===== src/design/npm_pkg.sv =====
`default_nettype none

package npm_pkg;

  localparam int unsigned MaxPoints = 4096;
  localparam int unsigned IdxW      = $clog2(MaxPoints);
  localparam int unsigned CountW    = IdxW + 1;
  localparam int unsigned PaddrW    = 3;

  localparam logic [21:0] NoMatchReset = 22'd1022976;
  localparam logic [12:0] NoMatchIdx   = 13'h1FFF;
  localparam logic [31:0] SignBias     = 32'h8000_0000;

  // register select taken from paddr[2]
  localparam logic RegNoMatch = 1'b0;

  typedef enum logic [1:0] {
    ACT_CLEAR = 2'd0,
    ACT_LOAD  = 2'd1,
    ACT_QUERY = 2'd2
  } action_e;

  typedef enum logic [2:0] {
    ST_IDLE,
    ST_SCAN,
    ST_DRAIN,
    ST_ROOT,
    ST_DONE
  } state_e;

  typedef logic signed [31:0] coord_t;

  typedef struct packed {
    logic [31:0] x;
    logic [31:0] y;
    logic [31:0] z;
  } point_t;

endpackage

`default_nettype wire


===== src/design/npm_isqrt.sv =====
`default_nettype none

module npm_isqrt (
  input  logic        clk_i,
  input  logic        rst_ni,
  input  logic        start_i,
  input  logic [63:0] value_i,
  output logic        done_o,
  output logic [31:0] root_o
);
  import npm_pkg::*;

  logic        run_q;
  logic        done_q;
  logic [4:0]  cnt_q;
  logic [63:0] val_q;
  logic [32:0] rem_q;
  logic [31:0] root_q;

  logic [34:0] rem_sh;
  logic [34:0] trial;
  logic        take;

  // one root bit per cycle, restoring
  assign rem_sh = {rem_q, val_q[63:62]};
  assign trial  = {1'b0, root_q, 2'b01};
  assign take   = rem_sh >= trial;

  always_ff @(posedge clk_i or negedge rst_ni) begin
    if (!rst_ni) begin
      run_q  <= 1'b0;
      done_q <= 1'b0;
      cnt_q  <= '0;
    end else begin
      done_q <= 1'b0;
      if (start_i) begin
        run_q <= 1'b1;
        cnt_q <= '0;
      end else if (run_q) begin
        cnt_q <= cnt_q + 5'd1;
        if (cnt_q == 5'd31) begin
          run_q  <= 1'b0;
          done_q <= 1'b1;
        end
      end
    end
  end

  always_ff @(posedge clk_i) begin
    if (start_i) begin
      val_q  <= value_i;
      rem_q  <= '0;
      root_q <= '0;
    end else if (run_q) begin
      val_q <= {val_q[61:0], 2'b00};
      if (take) begin
        rem_q  <= 33'(rem_sh - trial);
        root_q <= {root_q[30:0], 1'b1};
      end else begin
        rem_q  <= rem_sh[32:0];
        root_q <= {root_q[30:0], 1'b0};
      end
    end
  end

  assign done_o = done_q;
  assign root_o = root_q;

`ifndef SYNTHESIS
  a_done_after_run: assert property (@(posedge clk_i) disable iff (!rst_ni)
    done_q |-> $past(run_q))
    else $error("root finished without a run");
  a_start_idle: assert property (@(posedge clk_i) disable iff (!rst_ni)
    start_i |-> !run_q)
    else $error("root restarted while running");
`endif

endmodule

`default_nettype wire


===== config.mk =====
export PLATFORM = sky130hd
export DESIGN_NAME = npm_isqrt
export DESIGN_NICKNAME = d
export VERILOG_FILES = /design/src/design/npm_pkg.sv /design/src/design/npm_isqrt.sv
export SDC_FILE = /design/constraint.sdc
export NUM_CORES = 1
export LEC_CHECK = 0
export BUFFER_PORTS_ARGS = -buffer_cell sky130_fd_sc_hd__buf_2
export CAP_MARGIN = 5
export CORE_ASPECT_RATIO = 0.6
export CORE_UTILIZATION = 45
export DETAILED_ROUTE_END_ITERATION = 10
export GPL_ROUTABILITY_DRIVEN = 0
export PLACE_DENSITY = 0.74
export SYNTH_ARGS = -nofsm -noshare
export SYNTH_HDL_FRONTEND = slang
export SYNTH_SLANG_ARGS = --single-unit

===== constraint.sdc =====
create_clock -name clk_i -period 2.6 [get_ports clk_i]
set_input_delay 0.39 -clock clk_i [delete_from_list [all_inputs] [get_ports clk_i]]
set_output_delay 0.39 -clock clk_i [all_outputs]
set_load 0.01 [all_outputs]

==> metrics.txt <==
outcome=finished, violations left; failing checks=setup timing; core area=16310 um2; hold crit path type=input pin to register; layout cell share with drive strength beyond 1=43.04%; distinct cell type count after synthesis=61; clock input transition at the sequential cells of the worst setup and hold paths=0.07 ns; top_reg_cell synth=dfxtp_1; setup violators final=33; total track usage=22.46%; IO buf count=99; buffer and inverter count on the worst path=2; largest net degree at the start of global routing=65; PD cells=1173 nW/um2; Area after DPL=9296 um2; Design Area, Final=10260 um2; Relative slew margins=60.44%; via density per instance=5.312; worst setup margin=-0.1963 ns; post-route minimum period=2.796 ns; sequential fraction of design power=23.0%; worst vdd ir=770.9 uV; die width=169.0 um; Synth async-reset ratio=5.147%; htree depth=4; critical path's largest stage delay=0.38 ns; Post-DP HPWL=13130 um; clock skew=0.01076 ns; P&R area growth vs syn=36.23%; Root Buffer=clkbuf_16; fin nets=1038; fraction of power consumed by the clock network=20.4%; RSZ-0062 raised after global routing=yes; Net Sw Power=4559 uW; die height=102.2 um; period utilization=107.6%; Die Area=17270 um2; number of synthesized flops with an enable pin=64; DR iter-0 viols=496; CTS max path bufs=2; pre-CTS setup slack=-0.2081 ns; DRT antenna net count=0; vias=6247; sw frac=37.89%; Yosys reg bits=136; wirelength, routed=19090 um; Synth top area share=25.52%; WS Path Type=register to register; row count=36; # IOs=100; most frequent CP cell=a221o_1; Syn Inst Count=722; CTS tree=yes; first-pass GRT wire length=30440 um; initial core utilization=46.19%; GRT Residual Overflow=0; synth top area cells=edfxtp_1, dfxtp_1, mux2_2, mux2i_1, ha_1; part of the power in combinational logic=56.6%; Syn Area/Cell=10.43 um2; drt wl/cell=16.23 um; Slew @ Worst Pin=0.5934 ns; worst skew pair latency=0.42 ns; final hold vios=0; max-slew violations=0; Static Leak=0.004762 uW; worst hold margin=0.2464 ns; vias in the first global route=5945; Crit Path Max Fanout=17; CP Data Required Time=2.90 ns; post-synth top area cell=edfxtp_1; diode count=0; CTS Buf Count=17; YS warnings=0; Synth Cell Area=7531 um2; Critical Path AT=3.09 ns; Sink Count=136; DRC errors left=0; Fmax=0.3576 GHz; crit-path cells=inv_2 > ha_4 > a21o_1 > a221o_1 > a221o_1 > o211ai_2 > a21oi_2 > or2_4 > buf_12 > mux2i_2 > a211oi_2; startpoint types=register; Post-Syn Nets=825; Int Power=7472 uW; iteration count of the initial detailed-routing pass=5; # Max-Cap Violations=0; Top Family by Delay on Critical Path=compound AO/OA/AOI/OAI gates; endpoint type of the worst setup path=register; sequential element share of the synthesized area=45.12%; crit path max-delay cell type=a221o_1; initial antenna violation count=0
registers in the layout, indices dropped and copies added, names as in the netlist:
| register | flops |
|---|---|
| run_q | 1 |
| rem_q | 33 |
| cnt_q | 5 |
| root_o | 32 |
| val_q | 64 |
| done_o | 1 |
power groups by stage:
stage | sequential [uW] | clock, uW | combinational [uW]
6_report | 2770 | 2460 | 6800
5_1_grt | 2800 | 2590 | 7320
4_1_cts | 2760 | 2500 | 6370
3_5_place_dp | 2790 | 0 | 5710
3_3_place_gp | 2780 | 0 | 5630
2_1_floorplan | 2760 | 0 | 3790
routing by layer:
layer	routed length, um	vias up	track usage (%)
met5	0	-	0
met4	183	0	6.584
met3	870	22	3.950
met2	8082	173	32.26
met1	9949	2983	34.19
li1	-	3069	-
placed cells by master, fill, tap and decap left out, types with 5 or more instances in the layout:
master | Yosys | routed
nor3_1 | 10 | 9
buf_12 | 0 | 8
a211oi_2 | 0 | 7
buf_2 | 2 | 98
dfxtp_1 | 65 | 50
xnor2_1 | 15 | 14
a21oi_1 | 21 | 16
a311oi_1 | 13 | 11
a211oi_1 | 24 | 16
ha_4 | 0 | 11
edfxtp_1 | 64 | 64
nand2_1 | 41 | 36
mux2i_1 | 49 | 48
o21ai_0 | 14 | 8
buf_4 | 3 | 124
inv_6 | 0 | 7
clkbuf_16 | 0 | 17
dfrtp_1 | 7 | 6
ha_1 | 36 | 24
a21oi_2 | 2 | 6
nor2_1 | 85 | 84
inv_1 | 39 | 35
mux2_2 | 62 | 62
nand3_1 | 7 | 7
and3_1 | 9 | 7
dfxtp_2 | 0 | 13
xor2_1 | 11 | 11
nand2_2 | 0 | 5
a21o_1 | 31 | 31
cells in the mapped netlist (all sizes together) (13+ instances only):
cell type and instances:
ha 36, a311oi 13, xnor2 15, inv 39
nand2 41, a21o 31, mux2i 49, dfxtp 65
mux2 62, edfxtp 64, o21ai 14, buf 17
clkbuf 24, nor2 85, a211oi 24, a21oi 23
path summary, 6_finish.rpt:
path	cells after the start	endpoint	slack [ns]	from
min	2	val_q[0]	0.25	value_i[0]
min reg2reg	2	rem_q[19]	0.51	rem_q[17]
min in group asynchronous	2	run_q	0.32	rst_ni
max	11	rem_q[14]	-0.20	root_o[6]
max in group asynchronous	2	run_q	2.11	rst_ni
max reg2reg	11	rem_q[14]	-0.20	root_o[6]
worst register-to-register path, delay by kind of cell, from the launching register on:
family	cells	cell delay, ns
simple gates	1	0.29
flops	1	0.35
mux	1	0.24
compound gates	6	1.34
buf+inv	2	0.20
fa+ha+maj	1	0.24
per-stage QoR:
stage	utilization, %	TNS, ns	instances	power, uW
2_1_floorplan	-	0	722	6559
3_3_place_gp	57.01	-1.616	1134	8409
3_5_place_dp	57.01	-3.123	1134	8500
4_1_cts	62.29	-1.965	1173	11640
5_1_grt	62.92	-6.961	1176	12710
6_report	62.92	-3.901	1176	12030
cell families (layout without fill, tap and decap cells):
logic type                 count (synthesis)  in the layout  synth area share, %
xor gates and xnor gates                  26             26                3.024
muxes                                    111            111                15.78
DFF                                      136            136                45.12
buffers and inverters                     80            306                4.270
adders and majority gates                 36             36                5.981
and+or+nand+nor                          190            190                11.81
AOI/OAI and AO/OA                        143            143                14.01
layout make-up:
type / instances / area, um2
clock buffers: 17 / 425.4
clock inverters: 15 / 173.9
fillers: 1318 / 6046
inverters: 39 / 146.4
multi-input cells: 506 / 4163
flip-flops and latches: 136 / 3426
well taps: 228 / 285.3
repair buffers: 235 / 1640
repair_timing:
action,4_1_cts,5_1_grt
hold endpoints to repair,7,0
gates resized for setup,46,14
hold buffers,1,0
cloned,0,0
setup endpoints to repair,32,34
pin swaps,17,10
buffers inserted,7,3
(Power assumes the default switching activity.)
